==> src/design/keyword_token_lexer_defines.svh <==
// assertion macros for the keyword token lexer
`ifndef KEYWORD_TOKEN_LEXER_DEFINES_SVH
`define KEYWORD_TOKEN_LEXER_DEFINES_SVH

// same-cycle implication, sampled on clk, off while in reset
`define KTL_ASSERT_SAME(label, ante, cons, msg) \
	label: assert property (@(posedge clk) disable iff (!arst_n) (ante) |-> (cons)) \
		else $error(msg);

// next-cycle implication, sampled on clk, off while in reset
`define KTL_ASSERT_NEXT(label, ante, cons, msg) \
	label: assert property (@(posedge clk) disable iff (!arst_n) (ante) |=> (cons)) \
		else $error(msg);

`endif

==> src/design/ktl_pkg.sv <==
// shared types, constants and character functions of the keyword token lexer
package ktl_pkg;

	// position counter and keyword buffer sizes
	localparam int POS_W   = 16;
	localparam int KW_LEN  = 18;
	localparam int IDX_W   = $clog2(KW_LEN);
	localparam int OUT_W   = 16;
	localparam int NUM_KW  = 23;

	// token queue between front and back
	localparam int Q_DEPTH = 4;
	localparam int Q_AW    = $clog2(Q_DEPTH);

	// lexer modes
	localparam logic [1:0] MODE_NORMAL  = 2'd0;
	localparam logic [1:0] MODE_WORD    = 2'd1;
	localparam logic [1:0] MODE_STRING  = 2'd2;
	localparam logic [1:0] MODE_COMMENT = 2'd3;

	// token kinds
	localparam logic [5:0] KIND_END    = 6'd0;
	localparam logic [5:0] KIND_STRING = 6'd9;
	localparam logic [5:0] KIND_NUMBER = 6'd10;
	localparam logic [5:0] KIND_IDENT  = 6'd11;

	// special characters
	localparam logic [7:0] CH_NL    = 8'h0A;
	localparam logic [7:0] CH_QUOTE = 8'h22;
	localparam logic [7:0] CH_SLASH = 8'h2F;

	// keyword table, text right-aligned with zero fill
	localparam logic [8*KW_LEN-1:0] KW_TEXT [NUM_KW] = '{
		"pulse", "global", "shadow", "atom", "beam", "quantum", "vortex", "void",
		"synapse", "bypass", "chronos", "ether", "scan", "matrix", "~link", "fusion",
		"@NeuralComposition", "Signal", "Vision", "Orbit", "Trigger", "Z_Plane",
		"Input"
	};
	localparam int KW_LENS [NUM_KW] = '{
		5, 6, 6, 4, 4, 7, 6, 4, 7, 6, 7, 5, 4, 6, 5, 6, 18, 6, 6, 5, 7, 7, 5
	};
	localparam logic [5:0] KW_KINDS [NUM_KW] = '{
		6'd12, 6'd13, 6'd14, 6'd15, 6'd16, 6'd17, 6'd18, 6'd19, 6'd20, 6'd21,
		6'd22, 6'd23, 6'd24, 6'd25, 6'd26, 6'd27, 6'd27, 6'd28, 6'd29, 6'd30,
		6'd31, 6'd32, 6'd33
	};

	typedef logic [KW_LEN-1:0][7:0] prefix_t;

	// one result item without its run flag
	typedef struct packed {
		logic [5:0]       kind;
		logic [OUT_W-1:0] start;
		logic [OUT_W-1:0] len;
		logic             endm;
	} ktl_tok_t;

	// one queue entry: one or two tokens from one input item
	typedef struct packed {
		logic     two;
		ktl_tok_t tok0;
		ktl_tok_t tok1;
	} ktl_entry_t;

	// queue status seen by front and back
	typedef struct packed {
		logic full;
		logic empty;
	} ktl_qstat_t;

	// saturating position increment
	function automatic logic [POS_W-1:0] sat_inc(input logic [POS_W-1:0] v);
		return (v == {POS_W{1'b1}}) ? v : v + 1'b1;
	endfunction

	// clip a position to the output width
	function automatic logic [OUT_W-1:0] clip_pos(input logic [POS_W-1:0] v);
		logic [POS_W+OUT_W-1:0] w;
		w = {{OUT_W{1'b0}}, v};
		return (w > (POS_W+OUT_W)'({OUT_W{1'b1}})) ? {OUT_W{1'b1}} : w[OUT_W-1:0];
	endfunction

	// alphanumerics and _ . ~ @ #
	function automatic logic is_word_byte(input logic [7:0] c);
		return (c >= "0" && c <= "9") || (c >= "A" && c <= "Z") ||
			(c >= "a" && c <= "z") || c == "_" || c == "." || c == "~" ||
			c == "@" || c == "#";
	endfunction

	// space, tab, newline and the other control blanks
	function automatic logic is_space_byte(input logic [7:0] c);
		return c == " " || (c >= 8'd9 && c <= 8'd13);
	endfunction

	// punctuation lookup: {hit, kind}
	function automatic logic [6:0] punct_kind(input logic [7:0] c);
		logic [6:0] r;
		case (c)
			"{":     r = {1'b1, 6'd0};
			"}":     r = {1'b1, 6'd1};
			"[":     r = {1'b1, 6'd2};
			"]":     r = {1'b1, 6'd3};
			"(":     r = {1'b1, 6'd4};
			")":     r = {1'b1, 6'd5};
			":":     r = {1'b1, 6'd6};
			",":     r = {1'b1, 6'd7};
			"=":     r = {1'b1, 6'd8};
			default: r = '0;
		endcase
		return r;
	endfunction

	// keyword match against the prefix buffer, else number or identifier
	function automatic logic [5:0] word_kind(input prefix_t pre,
		input logic [POS_W-1:0] len);
		logic [5:0] k;
		logic       hit;
		logic       m;
		int         sh;
		logic [7:0] kb;
		k   = (pre[0] >= "0" && pre[0] <= "9") ? KIND_NUMBER : KIND_IDENT;
		hit = 1'b0;
		for (int w = 0; w < NUM_KW; w++) begin
			m = (len == POS_W'(KW_LENS[w]));
			for (int i = 0; i < KW_LEN; i++) begin
				sh = (i < KW_LENS[w]) ? 8 * (KW_LENS[w] - 1 - i) : 0;
				kb = 8'(KW_TEXT[w] >> sh);
				if (i < KW_LENS[w] && pre[i] != kb) begin
					m = 1'b0;
				end
			end
			if (m && !hit) begin
				hit = 1'b1;
				k   = KW_KINDS[w];
			end
		end
		return k;
	endfunction

endpackage

==> src/design/ktl_fifo.sv <==
// short token queue between the lexer front and the result back
module ktl_fifo import ktl_pkg::*; (
	input  logic       clk,
	input  logic       arst_n,
	input  logic       wr,
	input  ktl_entry_t wr_data,
	input  logic       rd,
	output ktl_entry_t rd_data,
	output ktl_qstat_t stat
);

	ktl_entry_t      mem_q [Q_DEPTH];
	logic [Q_AW-1:0] wptr_q;
	logic [Q_AW-1:0] rptr_q;
	logic [Q_AW:0]   cnt_q;

	// status and head entry
	assign stat.full  = (cnt_q == (Q_AW+1)'(Q_DEPTH));
	assign stat.empty = (cnt_q == '0);
	assign rd_data    = mem_q[rptr_q];

	// entry storage
	always_ff @(posedge clk) begin
		if (wr) begin
			mem_q[wptr_q] <= wr_data;
		end
	end

	// pointers and fill count
	always_ff @(posedge clk or negedge arst_n) begin
		if (!arst_n) begin
			wptr_q <= '0;
			rptr_q <= '0;
			cnt_q  <= '0;
		end else begin
			if (wr) begin
				wptr_q <= wptr_q + 1'b1;
			end
			if (rd) begin
				rptr_q <= rptr_q + 1'b1;
			end
			if (wr && !rd) begin
				cnt_q <= cnt_q + 1'b1;
			end else if (rd && !wr) begin
				cnt_q <= cnt_q - 1'b1;
			end
		end
	end

endmodule

==> src/design/ktl_front.sv <==
// lexer front: takes bytes, tracks mode and word, classifies tokens
module ktl_front import ktl_pkg::*; (
	input  logic       clk,
	input  logic       arst_n,
	input  logic       push,
	input  logic [7:0] ch,
	input  logic       end_of_source,
	input  ktl_qstat_t q_stat,
	output logic       q_wr,
	output ktl_entry_t q_data
);

	logic [1:0]       mode_q, mode_d;
	logic             slash_q, slash_d;
	logic [POS_W-1:0] pos_q, pos_d;
	logic [POS_W-1:0] tstart_q, tstart_d;
	logic [POS_W-1:0] tlen_q, tlen_d;
	prefix_t          prefix_q;

	logic             acc;
	logic             handled;
	logic             pre_we;
	logic [IDX_W-1:0] pre_idx;
	logic             f_v, s_v;
	ktl_tok_t         f_tok, s_tok, word_tok, str_tok;
	logic [6:0]       pk;

	assign acc = push && !q_stat.full;
	assign pk  = punct_kind(ch);

	// flush tokens of the open word or string
	always_comb begin
		word_tok.kind  = word_kind(prefix_q, tlen_q);
		word_tok.start = clip_pos(tstart_q);
		word_tok.len   = clip_pos(tlen_q);
		word_tok.endm  = 1'b0;
		str_tok.kind   = KIND_STRING;
		str_tok.start  = clip_pos(tstart_q);
		str_tok.len    = clip_pos(tlen_q);
		str_tok.endm   = 1'b0;
	end

	// next state and the tokens of this item
	always_comb begin
		mode_d   = mode_q;
		slash_d  = slash_q;
		pos_d    = pos_q;
		tstart_d = tstart_q;
		tlen_d   = tlen_q;
		pre_we   = 1'b0;
		pre_idx  = '0;
		handled  = 1'b0;
		f_v      = 1'b0;
		f_tok    = word_tok;
		s_v      = 1'b0;
		s_tok    = '0;
		if (end_of_source) begin
			if (mode_q == MODE_WORD) begin
				f_v   = 1'b1;
				f_tok = word_tok;
			end else if (mode_q == MODE_STRING) begin
				f_v   = 1'b1;
				f_tok = str_tok;
			end
			s_v        = 1'b1;
			s_tok.kind = KIND_END;
			s_tok.start = clip_pos(pos_q);
			s_tok.len  = '0;
			s_tok.endm = 1'b1;
			mode_d     = MODE_NORMAL;
			slash_d    = 1'b0;
			pos_d      = '0;
			tstart_d   = '0;
			tlen_d     = '0;
		end else begin
			pos_d = sat_inc(pos_q);
			unique case (mode_q) inside
				MODE_COMMENT: begin
					if (ch == CH_NL) begin
						mode_d = MODE_NORMAL;
					end
				end
				MODE_STRING: begin
					if (ch == CH_QUOTE) begin
						f_v    = 1'b1;
						f_tok  = str_tok;
						mode_d = MODE_NORMAL;
					end else begin
						tlen_d = sat_inc(tlen_q);
					end
				end
				MODE_NORMAL, MODE_WORD: begin
					// word continues or closes
					if (mode_q == MODE_WORD) begin
						if (is_word_byte(ch)) begin
							pre_we  = (tlen_q < POS_W'(KW_LEN));
							pre_idx = tlen_q[IDX_W-1:0];
							tlen_d  = sat_inc(tlen_q);
							handled = 1'b1;
						end else begin
							f_v    = 1'b1;
							f_tok  = word_tok;
							mode_d = MODE_NORMAL;
						end
					end
					// second slash opens a comment, else the slash is dropped
					if (!handled && slash_q) begin
						slash_d = 1'b0;
						if (ch == CH_SLASH) begin
							mode_d  = MODE_COMMENT;
							handled = 1'b1;
						end
					end
					// byte in normal mode
					if (!handled) begin
						if (ch == CH_SLASH) begin
							slash_d = 1'b1;
						end else if (ch == CH_QUOTE) begin
							mode_d   = MODE_STRING;
							tstart_d = sat_inc(pos_q);
							tlen_d   = '0;
						end else if (is_word_byte(ch)) begin
							mode_d   = MODE_WORD;
							tstart_d = pos_q;
							pre_we   = 1'b1;
							pre_idx  = '0;
							tlen_d   = POS_W'(1);
						end else if (!is_space_byte(ch) && pk[6]) begin
							s_v         = 1'b1;
							s_tok.kind  = pk[5:0];
							s_tok.start = clip_pos(pos_q);
							s_tok.len   = OUT_W'(1);
							s_tok.endm  = 1'b0;
						end
					end
				end
			endcase
		end
	end

	// queue entry: the first token always sits in slot zero
	assign q_wr         = acc && (f_v || s_v);
	assign q_data.two   = f_v && s_v;
	assign q_data.tok0  = f_v ? f_tok : s_tok;
	assign q_data.tok1  = s_tok;

	// lexer state
	always_ff @(posedge clk or negedge arst_n) begin
		if (!arst_n) begin
			mode_q   <= MODE_NORMAL;
			slash_q  <= 1'b0;
			pos_q    <= '0;
			tstart_q <= '0;
			tlen_q   <= '0;
		end else if (acc) begin
			mode_q   <= mode_d;
			slash_q  <= slash_d;
			pos_q    <= pos_d;
			tstart_q <= tstart_d;
			tlen_q   <= tlen_d;
		end
	end

	// word prefix buffer
	always_ff @(posedge clk) begin
		if (acc && pre_we) begin
			prefix_q[pre_idx] <= ch;
		end
	end

endmodule

==> src/design/ktl_back.sv <==
// result back: splits queue entries into single items in an output register
module ktl_back import ktl_pkg::*; (
	input  logic             clk,
	input  logic             arst_n,
	input  ktl_entry_t       q_data,
	input  ktl_qstat_t       q_stat,
	output logic             q_rd,
	input  logic             pop,
	output logic             empty,
	output logic [5:0]       kind,
	output logic [OUT_W-1:0] start_res,
	output logic [OUT_W-1:0] length,
	output logic             end_marker,
	output logic             last_in_run
);

	logic     out_v_q;
	logic     sub_q;
	ktl_tok_t out_tok_q;
	logic     out_last_q;
	logic     load;
	logic     take;
	logic     final_tok;

	// output register frees when empty or taken this cycle
	assign take      = pop && out_v_q;
	assign load      = !q_stat.empty && (!out_v_q || take);
	assign final_tok = !q_data.two || sub_q;
	assign q_rd      = load && final_tok;

	// control: output valid and slot within the head entry
	always_ff @(posedge clk or negedge arst_n) begin
		if (!arst_n) begin
			out_v_q <= 1'b0;
			sub_q   <= 1'b0;
		end else begin
			if (load) begin
				out_v_q <= 1'b1;
				sub_q   <= !final_tok;
			end else if (take) begin
				out_v_q <= 1'b0;
			end
		end
	end

	// payload
	always_ff @(posedge clk) begin
		if (load) begin
			out_tok_q  <= sub_q ? q_data.tok1 : q_data.tok0;
			out_last_q <= final_tok;
		end
	end

	assign empty       = !out_v_q;
	assign kind        = out_tok_q.kind;
	assign start_res   = out_tok_q.start;
	assign length      = out_tok_q.len;
	assign end_marker  = out_tok_q.endm;
	assign last_in_run = out_last_q;

endmodule

==> src/design/keyword_token_lexer.sv <==
// top level of the keyword token lexer: front, token queue and back
//
// channel   direction  handshake          payload
// input     in         push / full        ch, end_of_source
// result    out        pop / empty        kind, start_res, length, end_marker, last_in_run
//
// one byte is taken every cycle while the token queue has room; the lexer
// state update and keyword compare finish in that cycle
// an item gives up to two results; the back sends one per cycle while results
// are popped, so the two results of an item leave the back one after the other
// a result passes through the token queue and then the output register
// the four-entry token queue lets input run on while results stall
// arst_n clears mode, counters, queue and output register at once
`include "keyword_token_lexer_defines.svh"
module keyword_token_lexer import ktl_pkg::*; (
	input  logic             clk,
	input  logic             arst_n,
	input  logic             push,
	output logic             full,
	input  logic [7:0]       ch,
	input  logic             end_of_source,
	input  logic             pop,
	output logic             empty,
	output logic [5:0]       kind,
	output logic [OUT_W-1:0] start_res,
	output logic [OUT_W-1:0] length,
	output logic             end_marker,
	output logic             last_in_run
);

	ktl_qstat_t q_stat;
	logic       q_wr;
	logic       q_rd;
	ktl_entry_t q_wdata;
	ktl_entry_t q_rdata;

	assign full = q_stat.full;

	// lexer front
	ktl_front u_front (
		.clk           (clk),
		.arst_n        (arst_n),
		.push          (push),
		.ch            (ch),
		.end_of_source (end_of_source),
		.q_stat        (q_stat),
		.q_wr          (q_wr),
		.q_data        (q_wdata)
	);

	// token queue
	ktl_fifo u_fifo (
		.clk     (clk),
		.arst_n  (arst_n),
		.wr      (q_wr),
		.wr_data (q_wdata),
		.rd      (q_rd),
		.rd_data (q_rdata),
		.stat    (q_stat)
	);

	// result back
	ktl_back u_back (
		.clk         (clk),
		.arst_n      (arst_n),
		.q_data      (q_rdata),
		.q_stat      (q_stat),
		.q_rd        (q_rd),
		.pop         (pop),
		.empty       (empty),
		.kind        (kind),
		.start_res   (start_res),
		.length      (length),
		.end_marker  (end_marker),
		.last_in_run (last_in_run)
	);

	// checks
	`KTL_ASSERT_SAME(a_end_is_last, !empty && end_marker, last_in_run && length == '0, "end item not last or not empty")
	`KTL_ASSERT_SAME(a_queue_sane, 1'b1, !(q_stat.full && q_stat.empty), "token queue both full and empty")
	`KTL_ASSERT_NEXT(a_end_queued, push && !full && end_of_source, !q_stat.empty, "end item did not reach the queue")

endmodule

==> config.mk <==
export PLATFORM = sky130hd
export DESIGN_NAME = keyword_token_lexer
export DESIGN_NICKNAME = d
export VERILOG_FILES = /design/src/design/ktl_pkg.sv /design/src/design/ktl_fifo.sv /design/src/design/ktl_front.sv /design/src/design/ktl_back.sv /design/src/design/keyword_token_lexer.sv
export VERILOG_INCLUDE_DIRS = /design/src /design/src/design
export SDC_FILE = /design/constraint.sdc
export NUM_CORES = 1
export LEC_CHECK = 0
export BUFFER_PORTS_ARGS = -buffer_cell sky130_fd_sc_hd__buf_2
export CORE_UTILIZATION = 50
export DETAILED_ROUTE_END_ITERATION = 8
export PLACE_DENSITY = 0.62
export SETUP_SLACK_MARGIN = 0.05
export SLEW_MARGIN = 5
export SYNTH_ARGS = -nofsm -noshare
export SYNTH_HDL_FRONTEND = slang
export SYNTH_HIERARCHICAL = 1
export SYNTH_SLANG_ARGS = --single-unit
==> constraint.sdc <==
create_clock -name clk -period 7.5 [get_ports clk]
set_input_delay 0.75 -clock clk [delete_from_list [all_inputs] [get_ports clk]]
set_output_delay 0.75 -clock clk [all_outputs]
set_load 0.01 [all_outputs]
# == After elaboration in Yosys (flattened, before gate mapping) ==
# Memories as Yosys holds them, arrays and structs flattened.
# Index checks and enable logic that the tools add are counted.
# classes
add_sub_neg,6
order_cmp,13
eq_ne,131
muxes,285
n_reduce_logical,93
# op_table
op,n
"!= test 8 x 7 -> 1 bit, second input constant",97
2-to-1 mux 39 bit,14
2-to-1 mux 16 bit,17
2-to-1 mux 1 bit,203
bitwise mux 144 bit,1
2-to-1 mux 6 bit,23
"equality test 8 x 6 -> 1 bit, second input constant",10
"equality test 16 x 3 -> 1 bit, second input constant",4
one-hot mux 7 bit (9 select lines),1
"equality test 8 x 7 -> 1 bit, second input constant",7
demux 8 bit (select 5 bit),1
2-to-1 mux 5 bit,8
logical AND 1 bit,39
"adder 16 x 1 -> 16 bit, second input constant",2
"equality test 16 bit, second input constant",2
one-hot mux 16 bit (2 select lines),1
zero test 1 bit,31
2-to-1 mux 2 bit,11
"equality test 16 x 5 -> 1 bit, second input constant",1
">= comparator 8 x 6 -> 1 bit, second input constant",2
">= comparator 8 x 7 -> 1 bit, second input constant",2
"less-or-equal comparator 8 x 6 -> 1 bit, second input constant",2
"less-or-equal comparator 8 x 7 -> 1 bit, second input constant",2
"< comparator 16 x 5 -> 1 bit, second input constant",1
other kinds (26),46
# totals
ff_bits,244
mem_bits_rw,316
mem_count,1
# memory_table
memory,words,width,read_ports,rd_clocked_by_memory_dff,write_ports,line_no,source
u_fifo.mem_q,4,79,1,0,1,ktl_fifo.sv:12,ktl_entry_t mem_q [Q_DEPTH];

# == Longest topological paths before layout ==
# Gate-level depths: netlist of run 1.
# depth
word_depth,77
depth_mapped,16

# == Modules after synthesis ==
# The synthesis of run 1 kept the hierarchy.
# by_module_without_submodules
module,n_inst,cells_each,area_per_inst_um2
ktl_fifo,1,447,11873.9
ktl_front,1,980,10522.6
ktl_back,1,93,1779.2

# == Least setup slack after synthesis of run 1 ==
# OpenSTA, ideal clock, no wires.
# synth_timing
path_kind,input -> register
from,in ch[6]
to,mem u_fifo/mem_q[0][0] (netlist name) (enable)
setup_time_ns,0.446
t_arrival_ns,4.724
required_ns,7.054
path_slack_ns,2.330
stages,10
n_path_buf,3
cell_sequence,or4b_1 > buf_2 > or3_1 > clkbuf_1 > o31a_1 > nor2_2 > a31oi_2 > buf_2 > a21oi_1 > and2_1
# synth_via
elab_chain_cells,25
word_cells_on_any_way,66
cone_classes,8 x order compare; 17 x eq/ne; 23 x mux; 18 x reduce/logical
# synth_rtl
element,line_no,source
start: declaration,keyword_token_lexer.sv:20,"input logic [7:0] ch,"
">= comparator 8 x 6 -> 1 bit, or another cell as far along",ktl_pkg.sv:85,"return (c >= ""0"" && c <= ""9"") || (c >= ""A"" && c <= ""Z"") ||"
logical AND 1 bit,ktl_pkg.sv:85,
logical OR 1 bit (2 in series),ktl_pkg.sv:85,
logical OR 1 bit (4 in series),ktl_pkg.sv:86,"(c >= ""a"" && c <= ""z"") || c == ""_"" || c == ""."" || c == ""~"" ||"
logical OR 1 bit,ktl_pkg.sv:87,"c == ""@"" || c == ""#"";"
2-to-1 mux 1 bit,ktl_front.sv:95,if (is_word_byte(ch)) begin
2-to-1 mux 1 bit,ktl_front.sv:94,if (mode_q == MODE_WORD) begin
2-to-1 mux 1 bit,ktl_front.sv:77,unique case (mode_q) inside
(+6 left out),--,
2-to-1 mux 1 bit,ktl_front.sv:115,if (!handled) begin
2-to-1 mux 1 bit,ktl_front.sv:77,
2-to-1 mux 1 bit,ktl_front.sv:57,if (end_of_source) begin
logical OR 1 bit *,ktl_front.sv:142,assign q_wr = acc && (f_v || s_v);
logical AND 1 bit *,ktl_front.sv:142,
via q_wr,keyword_token_lexer.sv:32,logic q_wr;
2-to-1 mux 1 bit *,ktl_fifo.sv:24,if (wr) begin
2-to-1 mux 1 bit (not written as such) *,ktl_fifo.sv:25,mem_q[wptr_q] <= wr_data;
end: declaration,ktl_fifo.sv:12,
# The timed path passes the listed nets; every way through them passes the cells marked *. The select of a mux whose other input is x is not followed.

# == Final worst setup path of run 1 ==
# layout_timing
from,in ch[6]
to,mem u_fifo/mem_q[1][26] (netlist name) (enable)
# The elaborated chain is that of the path after synthesis.

==> results of run 1 <==
-- layer usage --
layer  vias to the layer above  global-route usage
met3                       126             0.03499
met5                         -                   0
met2                       424              0.3584
met1                      6985              0.3049
li1                       6135                   -
met4                         0              0.1060
-- cell usage in the layout (no fill, tap or decap), types with 8 or more instances in the layout --
master | synthesis | routed
edfxtp_1 | 500 | 500
nor2_1 | 89 | 89
mux4_2 | 79 | 79
nand2_1 | 69 | 69
clkbuf_16 | 0 | 57
dfrtp_1 | 60 | 57
mux2_2 | 56 | 56
buf_2 | 18 | 54
and2_1 | 44 | 40
nand3_1 | 40 | 40
nor3_1 | 35 | 35
a21oi_1 | 36 | 35
nor4_1 | 35 | 35
o21ai_0 | 28 | 28
nand4_1 | 28 | 28
inv_1 | 21 | 21
nand2b_1 | 21 | 21
buf_4 | 19 | 18
nand4b_1 | 18 | 18
conb_1 | 1 | 17
ha_1 | 15 | 15
o2bb2ai_1 | 14 | 14
a31oi_1 | 13 | 13
and3_1 | 13 | 13
clkinv_2 | 0 | 12
nand3b_1 | 12 | 12
or2_2 | 11 | 11
and4_1 | 11 | 11
or3_1 | 11 | 11
bufinv_16 | 0 | 10
clkbuf_1 | 34 | 9
xor2_1 | 9 | 9
a21o_1 | 9 | 9
xnor2_1 | 8 | 8
-- state kept, by name (all words and copies together) (netlist names), 2 cells and up --
register and count:
u_back/kind 6, u_back/length 16, u_back/start_res 16, u_fifo/cnt_q 3
u_fifo/mem_q 316, u_fifo/rptr_q 2, u_fifo/wptr_q 2, u_front/mode_q 2
u_front/pos_q 16, u_front/prefix_q 144, u_front/tlen_q 16, u_front/tstart_q 16
-- worst max path at each step --
stage	from	to	slack, ns	depth (start not counted)
5_1_grt	ch[5]	u_fifo/mem_q[3][20]	2.79	9
6_report	ch[6]	u_fifo/mem_q[1][26]	3.10	9
4_1_cts	ch[5]	u_fifo/mem_q[1][21]	3.09	9
2_1_floorplan	ch[6]	u_fifo/mem_q[0][0]	2.33	10
3_3_place_gp	ch[5]	u_fifo/mem_q[1][71]	2.51	9
3_5_place_dp	ch[5]	u_fifo/mem_q[3][71]	2.42	9
-- logic make-up after synthesis --
family,Yosys count
and+or+nand+nor,504
other,1
DFF,560
adders and majority gates,17
AOI/OAI and AO/OA,168
buffers and inverters,111
muxes,142
xor gates and xnor gates,17
-- final cells by class --
| type | instances | area (µm²) |
|---|---|---|
| Inverter | 22 | 82.58 |
| Multi-Input combinational cell | 865 | 7047 |
| Clock inverter | 37 | 496.7 |
| Timing Repair Buffer | 72 | 405.4 |
| Clock buffer | 71 | 1529 |
| Antenna cell | 1 | 2.502 |
| Sequential cell | 560 | 16520 |
| Tap cell | 615 | 769.5 |
| Fill cell | 3697 | 20890 |
-- report_power, final --
group          leakage [nW]  internal (mW)  switching [mW]
clock network         0.989           1.80            1.19
logic                  2.56          0.845           0.989
registers              5.40           3.94           0.244
==> impl_metrics.toml, run 1 <==
[floorplanning]
initial_utilization = 0.5063
num_rows = 80
fp.coreArea_mm2 = 0.04775
io_pins = 55
die_y_um = 221.9
dieWidth_um = 221.9
die_area_mm2 = 0.04924

[yosys]
ys.warnings.count = 6
ys_seq_area_frac = 0.6832
yosysMostFrequentCell = "edfxtp_1"
ys_seq_elements = 560
synthXorXnorAreaFrac = 0.006159
syn_area_per_cell_um2 = 15.91
synth_area_mm2 = 0.02418
synthTopCellsByArea = "edfxtp_1 62%, mux4_2 7.4%, dfrtp_1 6.2%, mux2_2 2.6%, nor2_1 1.4%"
synth_cell_types = 81
synth_compound_area_frac = 0.04855
yosysTopAreaCell = "edfxtp_1"
synth_edf_count = 500
synth_top_area_frac = 0.6211
synth_top_family_by_area = "simple AND/OR/NAND/NOR gates"
synth_ff_type = "edfxtp_1"
synthArstFlopShare = 0.1071
synthSimpleGateAreaFrac = 0.1217
synth_adder_area_share = 0.009005
muxShareOfSynthArea = 0.1026
synthTopCellsByCount = "500 x edfxtp_1, 89 x nor2_1, 79 x mux4_2"
synth_cells = 1520

[detailed_routing]
vias = 13670
vias_per_cell = 6.095
route.met2.wl_um = 26050
dr.pass1.iters = 5
drt-met1-wl_um = 23210
drc = 0
wl_per_cell_um = 24.12
met3_length_um = 2664
highest_layer = "met4"
drt-total-wl_um = 54100
drt_iter0_drc = 1039
antenna_left = 0

[setup_path]
reg2reg_slack_ns = 3.43
cp_cell_sequence = "buf_2, or4b_1, or3_1, o31a_1, nor2_2, a31oi_2, a21oi_1, and2_4, buf_4"
path_class = "in2reg"
r2r_start = "u_front/mode_q[1]"
crit_path_start_kind = "primary input"
cp_top_family = "simple AND/OR/NAND/NOR gates"
arrival_ns = 4.69
max_stage_delay_ns = 0.73
required_ns = 7.79
rr_worst_depth = 9
end_kind = "register"
r2r_end = "u_fifo/mem_q[1][26]"
critPathBufInv = 2
critPathSlowestCell = "or4b_1"
worstPathMaxFanout = 36

[finish]
drive_gt1_frac = 0.2108
instances_no_fill = 2243
num-nets-final = 1607
final_area_mm2 = 0.02686
syn2layout_area_growth_pct = 11.09
fin_util = 0.5625

[timing]
max_slew_margin = 0.2393
tightest_slew_ns = 1.132
hold_violations = 0
clock-skew-final_ns = 0.01662
final.setup.tns_ns = 0
slew_violations = 0
rsz0062_at_grt = "false"
finalCritPeriodShare = 0.5872
setup_viol = 0
whs_ns = 0.3215
setup_slack_ns = 3.096
max_freq_ghz = 0.2271
period_minus_slack_ns = 4.404

[clock_tree]
cts.sink_count = 560
cts_buffer_depth = 3
tritoncts = "yes"
post_cts_resized = 0
cts_buffers = 57
path_clk_slew_ns = 0.07
h-tree-depth = 2
clockRootBuffer = "clkbuf_16"
postCtsSetupBuffers = 0
hold_buffers = 0
clk_latency_ns = 0.63

[worst_hold_path]
hold_path.class = "in2async"

[placement]
place_ws_ns = 2.422
dp_hpwl_um = 33980
numPortBuffers = 54
dp.cells = 2134
placed_area_mm2 = 0.02483
gp_congestion = 0.8920

[global_route]
first_global_vias = 13967
grt_max_degree = 68
grt_usage = 0.2246
antenna_found_initial = 0
grt_overflow = 0
grt_first_pass_wirelength_um = 83760

[outcome]
status = "complete, no violations"

[run]
maxCapViolations = 0

[power_and_ir_drop]
ir_drop_mv = 0.1839
p_per_area_mw_per_mm2 = 335.4
p_total_mw = 9.008
power.leakage_nw = 8.948
No activity file was read; power rests on OpenSTA's default activity.
==> inputs of run 2 (changes only) <==
--- a/config.mk
+++ b/config.mk
@@ -6,10 +6,11 @@
 export SDC_FILE = /design/constraint.sdc
 export NUM_CORES = 1
 export LEC_CHECK = 0
+export ABC_AREA = 1
 export BUFFER_PORTS_ARGS = -buffer_cell sky130_fd_sc_hd__buf_2
 export CORE_UTILIZATION = 50
 export DETAILED_ROUTE_END_ITERATION = 8
-export PLACE_DENSITY = 0.62
+export PLACE_DENSITY = 0.64
 export SETUP_SLACK_MARGIN = 0.05
 export SLEW_MARGIN = 5
 export SYNTH_ARGS = -nofsm -noshare
==> constraint.sdc (replaced) <==
create_clock -name clk -period 3.7 [get_ports clk]
set_input_delay 0.37 -clock clk [delete_from_list [all_inputs] [get_ports clk]]
set_output_delay 0.37 -clock clk [all_outputs]
set_load 0.01 [all_outputs]
==> impl_metrics.toml, run 2 <==
[clock_tree]
clockRootBuffer = "clkbuf_16"
path_clk_slew_ns = 0.06
cts_buffer_depth = 3
tritoncts = "yes"
h-tree-depth = 2
postCtsSetupBuffers = 0
cts_buffers = 58
clk_latency_ns = 0.62
cts.sink_count = 560

[finish]
syn2layout_area_growth_pct = 11.53
antenna_cells = 0
reg.largest.list = "u_fifo/mem_q (316), u_front/prefix_q (144)"
num-nets-final = 2512
final_area_mm2 = 0.02836
top_register = "u_fifo/mem_q"
final_common_cell = "nand2_1"
instances_no_fill = 3204
fin_util = 0.5654
final_cell_mix = "606 x nand2_1, 500 x edfxtp_1, 337 x inv_1"
drive_gt1_frac = 0.09953
largest_register_ffs = 316

[timing]
hold_violations = 0
clock-skew-final_ns = 0.01049
setup_slack_ns = 0.4658
final.setup.tns_ns = 0
tightest_slew_ns = 1.177
rsz0062_at_grt = "false"
finalCritPeriodShare = 0.8741
slew_violations = 0
setup_viol = 0
max_freq_ghz = 0.3092
max_slew_margin = 0.2152
whs_ns = 0.08530
period_minus_slack_ns = 3.234

[yosys]
ys.warnings.count = 6
synth_area_mm2 = 0.02543
synthArstFlopShare = 0.1071
synth_top_area_frac = 0.5904
ys_seq_elements = 560
syn_area_per_cell_um2 = 10.55
synth_edf_count = 500
ys_seq_area_frac = 0.6494
yosysTopAreaCell = "edfxtp_1"
synth_ff_type = "edfxtp_1"
synth_cell_types = 53
yosysMostFrequentCell = "nand2_1"
synthTopCellsByArea = "edfxtp_1 59%, nand2_1 8.9%, dfrtp_1 5.9%, inv_1 5.0%, o211ai_1 4.7%"
synthTopCellsByCount = "606 x nand2_1, 500 x edfxtp_1, 342 x inv_1"
synth_cells = 2410

[detailed_routing]
vias = 17237
wl_per_cell_um = 19.04
vias_per_cell = 5.380
drc = 0
drt-total-wl_um = 61020
dr.pass1.iters = 7
drt_iter0_drc = 1498
antenna_left = 0

[placement]
numPortBuffers = 54
dp.cells = 3093
gp_congestion = 0.9421
dp_hpwl_um = 40030
placed_area_mm2 = 0.02643
place_ws_ns = 0.2929

[floorplanning]
io_pins = 55
die_area_mm2 = 0.05177
initial_utilization = 0.5069
dieWidth_um = 227.5
num_rows = 82
die_y_um = 227.5
fp.coreArea_mm2 = 0.05017

[run]
maxCapViolations = 0

[power_and_ir_drop]
ir_drop_mv = 0.7687
p_total_mw = 18.61
p_per_area_mw_per_mm2 = 656.0
power.leakage_nw = 11.10

[global_route]
antenna_found_initial = 0
grt_max_degree = 247
grt_usage = 0.2421
grt_first_pass_wirelength_um = 94670
first_global_vias = 16702
grt_overflow = 0

[setup_path]
crit_path_start_kind = "register"
required_ns = 4.07
worstPathMaxFanout = 27
end_kind = "register"
arrival_ns = 3.60
path_class = "reg2reg"

[outcome]
status = "complete, no violations"

[worst_hold_path]
hold_path.class = "in2reg"
[run 2: cell count changes in the layout (fill, tap and decap cells not counted), moves of 18 or more]
| cell | change |
|---|---|
| and2_1 | -40 |
| inv_1 | +316 |
| mux2_2 | -56 |
| mux4_2 | -79 |
| nand2_1 | +537 |
| nand2b_1 | -21 |
| nand3_1 | +36 |
| nand4_1 | +26 |
| nand4b_1 | -18 |
| nor2_1 | +106 |
| nor3_1 | +23 |
| o211ai_1 | +154 |
| o21ai_0 | +18 |
[run 2: what timing repair did]
item | 4_1_cts | 5_1_grt
hold buffers | 2 | 0
hold endpoints to repair | 32 | 0
gates resized for setup | 0 | 0
[run 2: worst max-delay path: stages (launching register included)]
cell	delay (ns)
dfrtp_1	0.43
inv_1	0.11
ha_1	0.29
nor2_1	0.35
inv_2	0.15
nand2_1	0.14
nand2_1	0.08
inv_2	0.25
a21oi_1	0.11
buf_4	0.18
nand2_1	0.11
clkinvlp_4	0.42
buf_12	0.36
[run 2: per-layer routing]
| metal | wire, µm | track usage | share of wire |
|---|---|---|---|
| met1 | 28150 | 0.3423 | 0.46 |
| met2 | 28810 | 0.3915 | 0.47 |
| met3 | 2734 | 0.03265 | 0.045 |
| met4 | 1319 | 0.07036 | 0.022 |
| met5 | 0 | 0 | 0 |
[run 2: final timing paths]
check                                     start                     to  slack, ns  cells past startpoint
max                           u_front/mode_q[1]    u_fifo/mem_q[2][58]       0.47                     12
min                                       ch[6]  u_front/prefix_q[134]       0.09                      1
max reg2reg                   u_front/mode_q[1]    u_fifo/mem_q[2][58]       0.47                     12
min reg2reg                u_front/tstart_q[12]   u_front/tstart_q[12]       0.52                      2
max in group asynchronous                arst_n      u_front/tlen_q[3]       2.44                      3
min in group asynchronous                arst_n           u_back/sub_q       0.36                      2
[run 2: kinds of logic (layout without fill, tap and decap cells)]
| group | Yosys count | after routing | synth area share |
|---|---|---|---|
| other | 1 | 17 | 0.0001475 |
| DFF | 560 | 560 | 0.6494 |
| buffers and inverters | 456 | 562 | 0.07537 |
| muxes | 1 | 1 | 0.0005902 |
| xor gates and xnor gates | 12 | 12 | 0.004133 |
| AOI/OAI and AO/OA | 294 | 294 | 0.07881 |
| and+or+nand+nor | 1070 | 1070 | 0.1834 |
| adders and majority gates | 16 | 16 | 0.008167 |
[run 2: cell type report]
cell class	count	area, µm²
fill	4195	21810
sequential	560	16520
multi-input combinational	1410	7059
clock buffer	68	1499
inverter	358	1359
tap	672	840.8
timing repair buffer	95	670.6
clock inverter	41	415.4
[run 2: power by group]
part | leakage, nW | switching, mW | internal (mW) | total [mW]
logic | 4.74 | 3.20 | 1.33 | 4.54
registers | 5.43 | 0.284 | 7.97 | 8.26
clock network | 0.935 | 2.42 | 3.40 | 5.81
total | 11.1 | 5.90 | 12.7 | 18.6
==> inputs of run 3 (changes only) <==
--- a/config.mk
+++ b/config.mk
@@ -9,6 +9,7 @@
 export ABC_AREA = 1
 export BUFFER_PORTS_ARGS = -buffer_cell sky130_fd_sc_hd__buf_2
 export CORE_UTILIZATION = 50
+export CTS_BUF_LIST = sky130_fd_sc_hd__clkbuf_4 sky130_fd_sc_hd__clkbuf_8
 export DETAILED_ROUTE_END_ITERATION = 8
 export PLACE_DENSITY = 0.64
 export SETUP_SLACK_MARGIN = 0.05
==> impl_metrics.toml, run 3 (same netlist as run 2, synthesis figures left out) <==
[outcome]
status = "complete, no violations"

[floorplanning]
io_pins = 55
die_y_um = 227.5
fp.coreArea_mm2 = 0.05017
die_area_mm2 = 0.05177
initial_utilization = 0.5069
num_rows = 82
dieWidth_um = 227.5

[global_route]
antenna_found_initial = 0
grt_usage = 0.2438
grt_max_degree = 247
first_global_vias = 16963
grt_overflow = 0
grt_first_pass_wirelength_um = 95080

[clock_tree]
h-tree-depth = 3
cts_buffers = 90
hold_buffers = 5
cts.sink_count = 560
post_cts_resized = 0
path_clk_slew_ns = 0.06
postCtsSetupBuffers = 0
clk_latency_ns = 0.69
clockRootBuffer = "clkbuf_8"
tritoncts = "yes"
cts_buffer_depth = 3

[timing]
period_minus_slack_ns = 3.247
rsz0062_at_grt = "false"
slew_violations = 0
final.setup.tns_ns = 0
max_slew_margin = 0.2143
max_freq_ghz = 0.3080
setup_viol = 0
clock-skew-final_ns = 0.03758
tightest_slew_ns = 1.179
hold_violations = 0
finalCritPeriodShare = 0.8775

[power_and_ir_drop]
ir_drop_mv = 0.7446
p_per_area_mw_per_mm2 = 642.4
power.leakage_nw = 11.16

[finish]
drive_gt1_frac = 0.1206
top_register = "u_fifo/mem_q"
reg.largest.list = "u_fifo/mem_q (316), u_front/prefix_q (144)"
final_area_mm2 = 0.02834
final_common_cell = "nand2_1"
fin_util = 0.5648
instances_no_fill = 3268
num-nets-final = 2547
final_cell_mix = "606 x nand2_1, 500 x edfxtp_1, 337 x inv_1"
syn2layout_area_growth_pct = 11.43
largest_register_ffs = 316

[setup_path]
arrival_ns = 3.67
reg2reg_slack_ns = 0.45
path_class = "reg2reg"
required_ns = 4.12
crit_path_start_kind = "register"
worstPathMaxFanout = 27
end_kind = "register"

[placement]
dp_hpwl_um = 40030
dp.cells = 3093
placed_area_mm2 = 0.02643
gp_congestion = 0.9421
numPortBuffers = 54

[detailed_routing]
wl_per_cell_um = 18.76
vias = 17427
drt-total-wl_um = 61320
drt_iter0_drc = 1418
drc = 0
antenna_left = 0
vias_per_cell = 5.333
dr.pass1.iters = 6

[run]
maxCapViolations = 0

[worst_hold_path]
hold_path.class = "in2reg"
==> run 3: worst paths after layout <==
| check | start | endpoint | cells after the start |
|---|---|---|---|
| worst min-delay path | ch[0] | u_front/prefix_q[40] | 1 |
| worst max-delay path | u_front/mode_q[1] | u_fifo/mem_q[2][62] | 12 |
| min in group asynchronous | arst_n | u_back/sub_q | 2 |
| worst min register to register | u_front/tstart_q[12] | u_front/tstart_q[12] | 2 |
| max in group asynchronous | arst_n | u_front/tlen_q[3] | 3 |
| worst max register to register | u_front/mode_q[1] | u_fifo/mem_q[2][62] | 12 |
==> run 3: through the flow <==
stage          worst slack, ns  total power, mW  hold slack, ns
6_report                0.4531            18.20         0.06418
3_5_place_dp            0.2929            12.96          0.4809
4_1_cts                 0.4653            18.40         0.01117
5_1_grt                 0.2366            19.28         0.02921
3_3_place_gp            0.3853            12.86          0.4766
2_1_floorplan           0.1968            11.61         0.07441
==> run 3: per-layer routing <==
layer,wire length (µm),track usage,vias up
met2,28580,0.3895,478
met3,2780,0.04001,117
met4,1555,0.07924,0
met1,28400,0.3408,8399
met5,0,0,-
li1,-,-,8433
==> run 3: worst max-delay path: stages, from the launching register on <==
cell and delay, ns:
dfrtp_1 0.44, inv_1 0.11, ha_1 0.29, nor2_1 0.34
inv_2 0.14, nand2_1 0.13, nand2_1 0.08, inv_2 0.25
a21oi_1 0.11, buf_4 0.18, nand2_1 0.11, clkinvlp_4 0.43
buf_12 0.36
==> run 3: power by group <==
group | leakage, nW | internal [mW] | switching [mW]
clock network | 0.982 | 2.96 | 2.45
logic | 4.75 | 1.34 | 3.20
registers | 5.43 | 7.98 | 0.282
total | 11.2 | 12.3 | 5.93
==> run 3: cell type report <==
cell class	count	area, µm²
Fill cell	4237	21830
Tap cell	672	840.8
Inverter	358	1359
Timing Repair Buffer	98	700.7
Clock inverter	40	286.5
Multi-Input combinational cell	1410	7059
Antenna cell	1	2.502
Sequential cell	560	16520
Clock buffer	129	1569
